**src/sv/dsd_pkg.sv**
```systemverilog
// Package for the DAQ event stream deframer.
// Holds the result record, the counter memory request, codes and small helpers.
// No dependencies.
package dsd_pkg;

    localparam logic [2:0] KIND_ACCEPT     = 3'd0;
    localparam logic [2:0] KIND_REJECT     = 3'd1;
    localparam logic [2:0] KIND_HALT_ZERO  = 3'd2;
    localparam logic [2:0] KIND_HALT_BOARD = 3'd3;
    localparam logic [2:0] KIND_HALT_SHORT = 3'd4;
    localparam logic [2:0] KIND_RECORD     = 3'd5;

    localparam logic [1:0] REG_ACQ_MODE     = 2'd0;
    localparam logic [1:0] REG_HEADER_BYTES = 2'd1;
    localparam logic [1:0] REG_RECORD_BYTES = 2'd2;

    localparam logic [2:0] MODE_SPECT        = 3'd1;
    localparam logic [2:0] MODE_SPECT_TIMING = 3'd3;

    localparam logic [7:0]  FIXED_HDR  = 8'd27;
    localparam logic [12:0] GAIN_LIMIT = 13'd4096;
    localparam int          BUF_DEPTH  = 12;

    typedef struct packed {
        logic [2:0]  kind;
        logic [7:0]  board_id;
        logic [63:0] trigger_id;
        logic [63:0] trigger_time_bits;
        logic [7:0]  channel_id;
        logic [12:0] low_gain;
        logic [12:0] high_gain;
        logic [31:0] arrival_time;
        logic [15:0] over_threshold_time;
        logic [31:0] board_event_count;
        logic [31:0] rejected_count;
        logic        last;
    } t_result;

    typedef struct packed {
        logic        rd_en;
        logic [7:0]  rd_addr;
        logic        wr_en;
        logic [7:0]  wr_addr;
        logic [31:0] wr_data;
    } t_cnt_req;

    function automatic logic [3:0] pop8(input logic [7:0] v);
        logic [3:0] n;
        n = 4'd0;
        for (int i = 0; i < 8; i++) begin
            n = n + {3'd0, v[i]};
        end
        return n;
    endfunction

    function automatic logic [12:0] clamp_gain(input logic [15:0] g);
        return (g > {3'd0, GAIN_LIMIT}) ? GAIN_LIMIT : g[12:0];
    endfunction

endpackage

```
**src/sv/daq_event_stream_deframer.sv**
```systemverilog
// Top level of the DAQ event stream deframer: configuration registers,
// byte parser and the registered result stage. Depends on dsd_pkg, dsd_parser.
//
// One byte is taken every clock cycle while the result register is free or
// being drained; each byte yields at most one result, which appears in the
// next cycle. The size check completes on the last mask byte, using a popcount accumulated
// over the mask bytes and a per-board counter read from a 16-entry memory
// when the board id byte arrives. After a halt result bytes are taken and
// dropped until reset.
module daq_event_stream_deframer #(
    parameter int NUM_CHANNELS = 64,
    parameter int NUM_BOARDS   = 16
) (
    input  logic         i_clk,
    input  logic         i_rst_n,
    input  logic         s_axis_tvalid,
    output logic         s_axis_tready,
    input  logic [7:0]   s_axis_tdata,   // data_byte
    output logic         m_axis_tvalid,
    input  logic         m_axis_tready,
    // board_id, trigger_id, trigger_time_bits, channel_id, low_gain, high_gain,
    // arrival_time, over_threshold_time, board_event_count, rejected_count
    output logic [287:0] m_axis_tdata,
    output logic [2:0]   m_axis_tuser,   // kind
    output logic         m_axis_tlast,   // last
    input  logic         i_cfg_we,
    input  logic [1:0]   i_cfg_index,
    input  logic [7:0]   i_cfg_data
);
    import dsd_pkg::*;

    logic [2:0] r_acq_mode;
    logic [7:0] r_header_bytes;
    logic [4:0] r_record_bytes;
    logic       r_ov;
    t_result    r_res;
    logic       w_acc;
    logic       w_res_v;
    t_result    w_res;

    always_ff @(posedge i_clk) begin
        if (!i_rst_n) begin
            r_acq_mode     <= MODE_SPECT;
            r_header_bytes <= FIXED_HDR;
            r_record_bytes <= 5'd6;
        end else if (i_cfg_we) begin
            case (i_cfg_index)
                REG_ACQ_MODE:     r_acq_mode     <= i_cfg_data[2:0];
                REG_HEADER_BYTES: r_header_bytes <= i_cfg_data;
                REG_RECORD_BYTES: r_record_bytes <= i_cfg_data[4:0];
                default: ;
            endcase
        end
    end

    assign s_axis_tready = !r_ov || m_axis_tready;
    assign w_acc         = s_axis_tvalid && s_axis_tready;

    dsd_parser #(.NUM_CHANNELS(NUM_CHANNELS), .NUM_BOARDS(NUM_BOARDS)) u_parser (
        .i_clk          (i_clk),
        .i_rst_n        (i_rst_n),
        .i_en           (w_acc),
        .i_byte         (s_axis_tdata),
        .i_acq_mode     (r_acq_mode),
        .i_header_bytes (r_header_bytes),
        .i_record_bytes (r_record_bytes),
        .o_res_valid    (w_res_v),
        .o_res          (w_res)
    );

    always_ff @(posedge i_clk) begin
        if (!i_rst_n) begin
            r_ov <= 1'b0;
        end else if (w_acc) begin
            r_ov <= w_res_v;
        end else if (m_axis_tready) begin
            r_ov <= 1'b0;
        end
    end

    always_ff @(posedge i_clk) begin
        if (w_acc && w_res_v) begin
            r_res <= w_res;
        end
    end

    assign m_axis_tvalid = r_ov;
    assign m_axis_tuser  = r_res.kind;
    assign m_axis_tlast  = r_res.last;
    assign m_axis_tdata  = {6'd0, r_res.rejected_count, r_res.board_event_count,
                            r_res.over_threshold_time, r_res.arrival_time,
                            r_res.high_gain, r_res.low_gain, r_res.channel_id,
                            r_res.trigger_time_bits, r_res.trigger_id, r_res.board_id};

endmodule

```
**src/sv/dsd_count_mem.sv**
```systemverilog
// Per-board accepted event counter memory, registered read.
// Valid bits make never-written entries read as zero after reset.
// Depends on dsd_pkg.
module dsd_count_mem #(
    parameter int NUM_BOARDS = 16
) (
    input  logic              i_clk,
    input  logic              i_rst_n,
    input  dsd_pkg::t_cnt_req i_req,
    output logic [31:0]       o_rd_data
);
    import dsd_pkg::*;

    localparam int AW = (NUM_BOARDS > 1) ? $clog2(NUM_BOARDS) : 1;

    logic [31:0]           r_mem [NUM_BOARDS];
    logic [NUM_BOARDS-1:0] r_vld;
    logic [31:0]           r_rd;

    always_ff @(posedge i_clk) begin
        if (i_req.wr_en) begin
            r_mem[i_req.wr_addr[AW-1:0]] <= i_req.wr_data;
        end
        if (i_req.rd_en) begin
            r_rd <= r_vld[i_req.rd_addr[AW-1:0]] ? r_mem[i_req.rd_addr[AW-1:0]] : 32'd0;
        end
    end

    always_ff @(posedge i_clk) begin
        if (!i_rst_n) begin
            r_vld <= '0;
        end else if (i_req.wr_en) begin
            r_vld[i_req.wr_addr[AW-1:0]] <= 1'b1;
        end
    end

    assign o_rd_data = r_rd;

endmodule

```
**src/sv/dsd_parser.sv**
```systemverilog
// Byte parser of the event stream: header fields, size check, record assembly.
// Reads and updates per-board counters in dsd_count_mem. Depends on dsd_pkg.
module dsd_parser #(
    parameter int NUM_CHANNELS = 64,
    parameter int NUM_BOARDS   = 16
) (
    input  logic             i_clk,
    input  logic             i_rst_n,
    input  logic             i_en,
    input  logic [7:0]       i_byte,
    input  logic [2:0]       i_acq_mode,
    input  logic [7:0]       i_header_bytes,
    input  logic [4:0]       i_record_bytes,
    output logic             o_res_valid,
    output dsd_pkg::t_result o_res
);
    import dsd_pkg::*;

    localparam logic [63:0] CH_MASK = (NUM_CHANNELS >= 64) ? {64{1'b1}} :
                                      ((64'd1 << NUM_CHANNELS) - 64'd1);
    localparam logic [8:0]  NB9     = 9'(NUM_BOARDS);

    logic [15:0] r_pos, n_pos;
    logic [15:0] r_size, n_size;
    logic [7:0]  r_board, n_board;
    logic [63:0] r_time, n_time;
    logic [63:0] r_trig, n_trig;
    logic [6:0]  r_pop, n_pop;
    logic [6:0]  r_rl, n_rl;
    logic        r_skip, n_skip;
    logic        r_halt, n_halt;
    logic [3:0]  r_off, n_off;
    logic [31:0] r_cnt, n_cnt;
    logic [31:0] r_rej, n_rej;
    logic [7:0]  r_buf [BUF_DEPTH];
    logic [7:0]  n_buf [BUF_DEPTH];

    logic [4:0]  w_rec;
    logic [7:0]  w_hdr;
    logic [2:0]  w_i3, w_i11, w_i19;
    logic [12:0] w_exp;
    logic        w_end;
    logic        w_rec_last;
    logic [31:0] w_rd;
    t_cnt_req    w_req;
    t_result     w_res;
    logic        w_res_v;

    dsd_count_mem #(.NUM_BOARDS(NUM_BOARDS)) u_cnt (
        .i_clk     (i_clk),
        .i_rst_n   (i_rst_n),
        .i_req     (w_req),
        .o_rd_data (w_rd)
    );

    assign w_rec      = (i_record_bytes == 5'd0) ? 5'd1 : i_record_bytes;
    assign w_hdr      = (i_header_bytes < FIXED_HDR) ? FIXED_HDR : i_header_bytes;
    assign w_i3       = 3'(r_pos - 16'd3);
    assign w_i11      = 3'(r_pos - 16'd11);
    assign w_i19      = 3'(r_pos - 16'd19);
    assign w_rec_last = ({1'b0, r_off} == (w_rec - 5'd1));

    always_comb begin
        n_pos   = r_pos;
        n_size  = r_size;
        n_board = r_board;
        n_time  = r_time;
        n_trig  = r_trig;
        n_pop   = r_pop;
        n_rl    = r_rl;
        n_skip  = r_skip;
        n_halt  = r_halt;
        n_off   = r_off;
        n_cnt   = r_cnt;
        n_rej   = r_rej;
        n_buf   = r_buf;
        w_exp   = '0;
        w_end   = 1'b0;
        w_req   = '0;
        w_res_v = 1'b0;
        w_res   = '0;

        if (i_en && !r_halt) begin
            n_pos = r_pos + 16'd1;
            if (r_pos < {8'd0, FIXED_HDR}) begin
                if (r_pos == 16'd0) begin
                    n_size = {8'd0, i_byte};
                    n_time = '0;
                    n_trig = '0;
                    n_pop  = '0;
                end else if (r_pos == 16'd1) begin
                    n_size[15:8] = i_byte;
                end else if (r_pos == 16'd2) begin
                    n_board       = i_byte;
                    w_req.rd_en   = 1'b1;
                    w_req.rd_addr = i_byte;
                end else if (r_pos < 16'd11) begin
                    n_time[8*w_i3 +: 8] = i_byte;
                end else if (r_pos < 16'd19) begin
                    n_trig[8*w_i11 +: 8] = i_byte;
                end else begin
                    n_pop = r_pop + {3'd0, pop8(i_byte & CH_MASK[8*w_i19 +: 8])};
                    if (r_pos == 16'd26) begin
                        n_off = '0;
                        w_exp = 13'(w_hdr) + 13'(12'(n_pop) * 12'(w_rec));
                        w_res_v                 = 1'b1;
                        w_res.board_id          = r_board;
                        w_res.trigger_id        = r_trig;
                        w_res.trigger_time_bits = r_time;
                        w_res.last              = 1'b1;
                        if (r_size == 16'd0) begin
                            n_halt     = 1'b1;
                            w_res.kind = KIND_HALT_ZERO;
                        end else if ({1'b0, r_board} >= NB9) begin
                            n_halt     = 1'b1;
                            w_res.kind = KIND_HALT_BOARD;
                        end else if (r_size < {8'd0, w_hdr}) begin
                            n_halt     = 1'b1;
                            w_res.kind = KIND_HALT_SHORT;
                        end else if (r_size != {3'd0, w_exp}) begin
                            n_rej      = r_rej + 32'd1;
                            n_skip     = 1'b1;
                            n_rl       = '0;
                            w_res.kind = KIND_REJECT;
                            w_end      = 1'b1;
                        end else begin
                            n_cnt         = w_rd + 32'd1;
                            w_req.wr_en   = 1'b1;
                            w_req.wr_addr = r_board;
                            w_req.wr_data = n_cnt;
                            n_rl   = (i_acq_mode == MODE_SPECT ||
                                      i_acq_mode == MODE_SPECT_TIMING) ? n_pop : 7'd0;
                            n_skip = 1'b0;
                            w_res.kind              = KIND_ACCEPT;
                            w_res.board_event_count = n_cnt;
                            w_res.last              = (n_rl == 7'd0);
                            w_end                   = 1'b1;
                        end
                        w_res.rejected_count = n_rej;
                    end
                end
            end else begin
                w_end = 1'b1;
                if (r_pos >= {8'd0, w_hdr}) begin
                    n_off = w_rec_last ? 4'd0 : r_off + 4'd1;
                    if (!r_skip && r_rl != 7'd0) begin
                        if (r_off == 4'd0) begin
                            for (int i = 0; i < BUF_DEPTH; i++) begin
                                n_buf[i] = 8'd0;
                            end
                        end
                        if (r_off < 4'(BUF_DEPTH)) begin
                            n_buf[r_off] = i_byte;
                        end
                        if (w_rec_last) begin
                            n_rl    = r_rl - 7'd1;
                            w_res_v = 1'b1;
                            w_res.kind              = KIND_RECORD;
                            w_res.board_id          = r_board;
                            w_res.trigger_id        = r_trig;
                            w_res.trigger_time_bits = r_time;
                            w_res.board_event_count = r_cnt;
                            w_res.rejected_count    = r_rej;
                            w_res.last              = (n_rl == 7'd0);
                            w_res.channel_id        = n_buf[0];
                            w_res.low_gain          = clamp_gain({n_buf[3], n_buf[2]});
                            w_res.high_gain         = clamp_gain({n_buf[5], n_buf[4]});
                            if (i_acq_mode == MODE_SPECT_TIMING) begin
                                w_res.arrival_time = {n_buf[9], n_buf[8], n_buf[7], n_buf[6]};
                                w_res.over_threshold_time = {n_buf[11], n_buf[10]};
                            end
                        end
                    end
                end
            end
            if (w_end && n_pos == r_size) begin
                n_pos  = '0;
                n_skip = 1'b0;
                n_rl   = '0;
                n_off  = '0;
            end
        end
    end

    always_ff @(posedge i_clk) begin
        if (!i_rst_n) begin
            r_pos  <= '0;
            r_size <= '0;
            r_rl   <= '0;
            r_skip <= 1'b0;
            r_halt <= 1'b0;
            r_off  <= '0;
            r_cnt  <= '0;
            r_rej  <= '0;
            r_pop  <= '0;
        end else begin
            r_pos  <= n_pos;
            r_size <= n_size;
            r_rl   <= n_rl;
            r_skip <= n_skip;
            r_halt <= n_halt;
            r_off  <= n_off;
            r_cnt  <= n_cnt;
            r_rej  <= n_rej;
            r_pop  <= n_pop;
        end
    end

    always_ff @(posedge i_clk) begin
        r_board <= n_board;
        r_time  <= n_time;
        r_trig  <= n_trig;
        r_buf   <= n_buf;
    end

    assign o_res_valid = w_res_v;
    assign o_res       = w_res;

endmodule

```
**config.mk**
```make
export PLATFORM = sky130hd
export DESIGN_NAME = daq_event_stream_deframer
export DESIGN_NICKNAME = d
export VERILOG_FILES = /design/src/sv/dsd_pkg.sv /design/src/sv/daq_event_stream_deframer.sv /design/src/sv/dsd_count_mem.sv /design/src/sv/dsd_parser.sv
export SDC_FILE = /design/constraint.sdc
export NUM_CORES = 2
export LEC_CHECK = 0
export ABC_AREA = 1
export BUFFER_PORTS_ARGS = -buffer_cell sky130_fd_sc_hd__buf_2
export CAP_MARGIN = 20
export CORE_MARGIN = 2
export CORE_UTILIZATION = 60
export DETAILED_ROUTE_END_ITERATION = 8
export PLACE_DENSITY = 0.86
export SYNTH_ARGS = -nofsm -noshare
export SYNTH_HDL_FRONTEND = slang
export SYNTH_SLANG_ARGS = --single-unit
```
**constraint.sdc**
```tcl
create_clock -name i_clk -period 14.07 [get_ports i_clk]
set_clock_uncertainty 0.05 [all_clocks]
set_input_delay 3.5175 -clock i_clk [delete_from_list [all_inputs] [get_ports i_clk]]
set_output_delay 3.5175 -clock i_clk [all_outputs]
set_load 0.02 [all_outputs]
```
==> impl_metrics.env <==
export IMPL_rsz0062_at_grt="false"
export IMPL_ir_worst_vdd_v=0.000113
export IMPL_ys_ff_latch=1203
export IMPL_clk_pin_slew_ns=0.06
export IMPL_syn2layout_area_growth_pct=11.4
export IMPL_gp_routability_congestion=0.933
export IMPL_initial_core_util=0.607
export IMPL_layout_min_cycle_time_ns=12.85
export IMPL_grt_pass1_wl_um=229000
export IMPL_worst_slew_pin_slew_ns=1.18
export IMPL_max_clock_path_buffers=3
export IMPL_path_max_fanout=33
export IMPL_cp_slowest_cell="clkinv_1"
export IMPL_vias=43300
export IMPL_critPathLaunch="s_axis_tdata[1]"
export IMPL_antenna_found_initial=5
export IMPL_yosysUniqueCellTypes=57
export IMPL_ff2ff_setup_slack_ns=5.92
export IMPL_wire_per_inst_um=20.6
export IMPL_routed_wl_um=153000
export IMPL_critPathLaunchType="primary input"
export IMPL_crit_end="u_parser.u_cnt.r_mem[5][25]$_DFFE_PP_"
export IMPL_cts_tree="yes"
export IMPL_synth_avg_cell_area_um2=9.60
export IMPL_fp_dieH_um=309
export IMPL_mostFrequentLayoutCells="nand2_1, edfxtp_1, inv_1"
export IMPL_stdcell_count=7402
export IMPL_yosys_warnings=0
export IMPL_drc_errors=0
export IMPL_synth_ff_type="edfxtp_1"
export IMPL_finalHoldViolCount=0
export IMPL_cts_sinks=1203
export IMPL_synth_area_mux_share=0
export IMPL_worstSetupPathType="in -> reg"
export IMPL_synth_compound_area_frac=0.0746
export IMPL_core_um2=92100
export IMPL_finalMaxSlewViolations=0
export IMPL_fp_row_count=111
export IMPL_grt_pass1_vias=41300
export IMPL_drtIter0Drc=6901
export IMPL_setup_viol=0
export IMPL_final_common_cell="nand2_1"
export IMPL_cellPowerDensity_nw_per_um2=125
export IMPL_firstDrtPassIters=7
export IMPL_worstSetupEndpointType="register"
export IMPL_postCtsHoldBufs=0
export IMPL_placed_cells=7175
export IMPL_crit_reg2reg_capture="u_parser.u_cnt.r_mem[5][25]$_DFFE_PP_"
export IMPL_viasPerCell=5.84
export IMPL_max_cap_violations=0
export IMPL_drive_gt1_frac=0.103
export IMPL_io_buffers=310
export IMPL_synthAdderAreaFrac=0.0241
export IMPL_ioPinCount=317
export IMPL_synthCells=5828
export IMPL_die_area_um2=95700
export IMPL_synth_xor_xnor_area_share=0.00955
export IMPL_dp_final_hpwl_um=93300
export IMPL_syn_area_um2=55900
export IMPL_p_leak_nw=25.7
export IMPL_synth_async_reset_ratio=0
export IMPL_fin_crit_sh=0.913
export IMPL_r2r_start="u_parser.r_pop[0]$_SDFFE_PN0P_"
export IMPL_grt_max_degree=133
export IMPL_worst_ep_arrival_time_ns=13.27
export IMPL_post_cts_buffers=0
export IMPL_reg2regPathDepth=36
export IMPL_htree_levels=3
export IMPL_die_x_um=309
export IMPL_worstHoldPathType="reg -> reg"
export IMPL_cts_resized=0
export IMPL_synthSimpleGateAreaFrac=0.182
export IMPL_max_freq_mhz=77.8
export IMPL_synth_top_family_by_area="simple AND/OR/NAND/NOR gates"
export IMPL_synth_edf_count=1054
export IMPL_cts_made_buffers=117
export IMPL_root_buffer="clkbuf_16"
export IMPL_clk_latency_ns=0.75
export IMPL_tns_ns=0
export IMPL_critPathMaxStageDelay_ns=0.64
export IMPL_final_antenna_net_count=0
export IMPL_status="finished, final reports clean"
export IMPL_relSlewSlack=0.213
export IMPL_nets=6171
export IMPL_worst_path_most_repeated_cell="nand2_1"
export IMPL_cp_data_required_time_ns=14.49
export IMPL_overflow=0
export IMPL_ys_seq_area_frac=0.619
export IMPL_hold_ws_ns=0.410
export IMPL_track_usage=0.313
==> routing by layer <==
metal,part of all wire,vias to the layer above,wire length [µm],GRT usage
li1,-,19600,-,-
met1,0.36,20100,54600,0.401
met2,0.47,2955,71900,0.500
met3,0.11,561,16600,0.0590
met4,0.061,6,9320,0.187
met5,0.00033,-,50,0
==> where the power goes <==
part	total, W	switching (W)	internal, W
registers	0.00393	0.0000277	0.00390
clock network	0.00305	0.00136	0.00169
logic	0.000806	0.000554	0.000253
==> area by class of cell <==
class,instances,area (µm²)
Antenna cell,4,10.0
Clock buffer,161,3220
Clock inverter,56,468
Fill cell,6287,29800
Inverter,1025,3850
Multi-Input combinational cell,3331,16400
Sequential cell,1203,34600
Tap cell,1243,1560
Timing Repair Buffer,379,2160
==> worst min-delay path by stage <==
stage	end	startpoint	depth (start not counted)
after floorplan	u_parser.u_cnt.r_vld[2]$_SDFFE_PN0P_	u_parser.u_cnt.r_vld[2]$_SDFFE_PN0P_	2
after global placement	u_parser.r_cnt[21]$_SDFFE_PN0P_	u_parser.r_cnt[21]$_SDFFE_PN0P_	2
after detailed placement	u_parser.r_cnt[20]$_SDFFE_PN0P_	u_parser.r_cnt[20]$_SDFFE_PN0P_	2
after CTS	u_parser.r_cnt[25]$_SDFFE_PN0P_	u_parser.r_cnt[25]$_SDFFE_PN0P_	2
after global routing	u_parser.r_cnt[14]$_SDFFE_PN0P_	u_parser.r_cnt[14]$_SDFFE_PN0P_	2
final	u_parser.r_cnt[13]$_SDFFE_PN0P_	u_parser.r_cnt[13]$_SDFFE_PN0P_	2
==> state kept, by name, indices dropped and copies added, names as in the netlist, 3 cells and up <==
| name | cells |
|---|---|
| u_parser.u_cnt.r_mem | 512 |
| u_parser.r_off | 4 |
| u_parser.r_cnt | 32 |
| u_parser.r_buf | 88 |
| u_parser.r_pop | 7 |
| r_acq_mode | 3 |
| r_record_bytes | 5 |
| u_parser.u_cnt.r_vld | 16 |
| m_axis_tdata | 282 |
| u_parser.u_cnt.o_rd_data | 32 |
| u_parser.r_rej | 32 |
| u_parser.r_rl | 7 |
| u_parser.r_trig | 64 |
| u_parser.r_pos | 16 |
| m_axis_tuser | 3 |
| u_parser.r_board | 8 |
| u_parser.r_size | 16 |
| r_header_bytes | 8 |
| u_parser.r_time | 64 |
==> synthesized netlist by cell type (44+ instances only) <==
library cell     n  area [µm²]
a21oi_1        144         721
buf_2          104         521
clkbuf_1       145         544
dfxtp_1        149        2980
edfxtp_1      1054       31700
ha_1            63         788
inv_1         1009        3790
nand2_1       1296        4860
nand3_1        406        2030
nand4_1         44         275
nor2_1         348        1310
nor3_1         187         936
o21ai_0        553        2770
o22ai_1         46         288
xor2_1          50         438
==> through the flow <==
stage	utilization	instance area, µm²	total power (W)	setup WS (ns)
floorplan	-	55900	0.00459	1.76
global placement	0.636	58500	0.00476	0.876
detailed placement	0.636	58500	0.00478	0.685
CTS	0.676	62200	0.00778	1.37
global route	0.677	62300	0.00804	0.725
finish	0.677	62300	0.00778	1.22
==> cells by family (layout without fill, tap and decap cells) <==
group / Yosys count / in the layout
other: 1 / 10
adders and majority gates: 91 / 91
DFF: 1203 / 1203
xor gates and xnor gates: 61 / 61
and+or+nand+nor: 2370 / 2370
AOI/OAI and AO/OA: 803 / 803
buffers and inverters: 1299 / 1621
==> critical path, delay by kind of cell <==
| family | cells | cell delay (ns) |
|---|---|---|
| AOI/OAI and AO/OA | 1 | 0.22 |
| adders and majority gates | 10 | 4.50 |
| buffers and inverters | 13 | 2.36 |
| and+or+nand+nor | 19 | 2.63 |
Power figures use the tool's default switching activity.
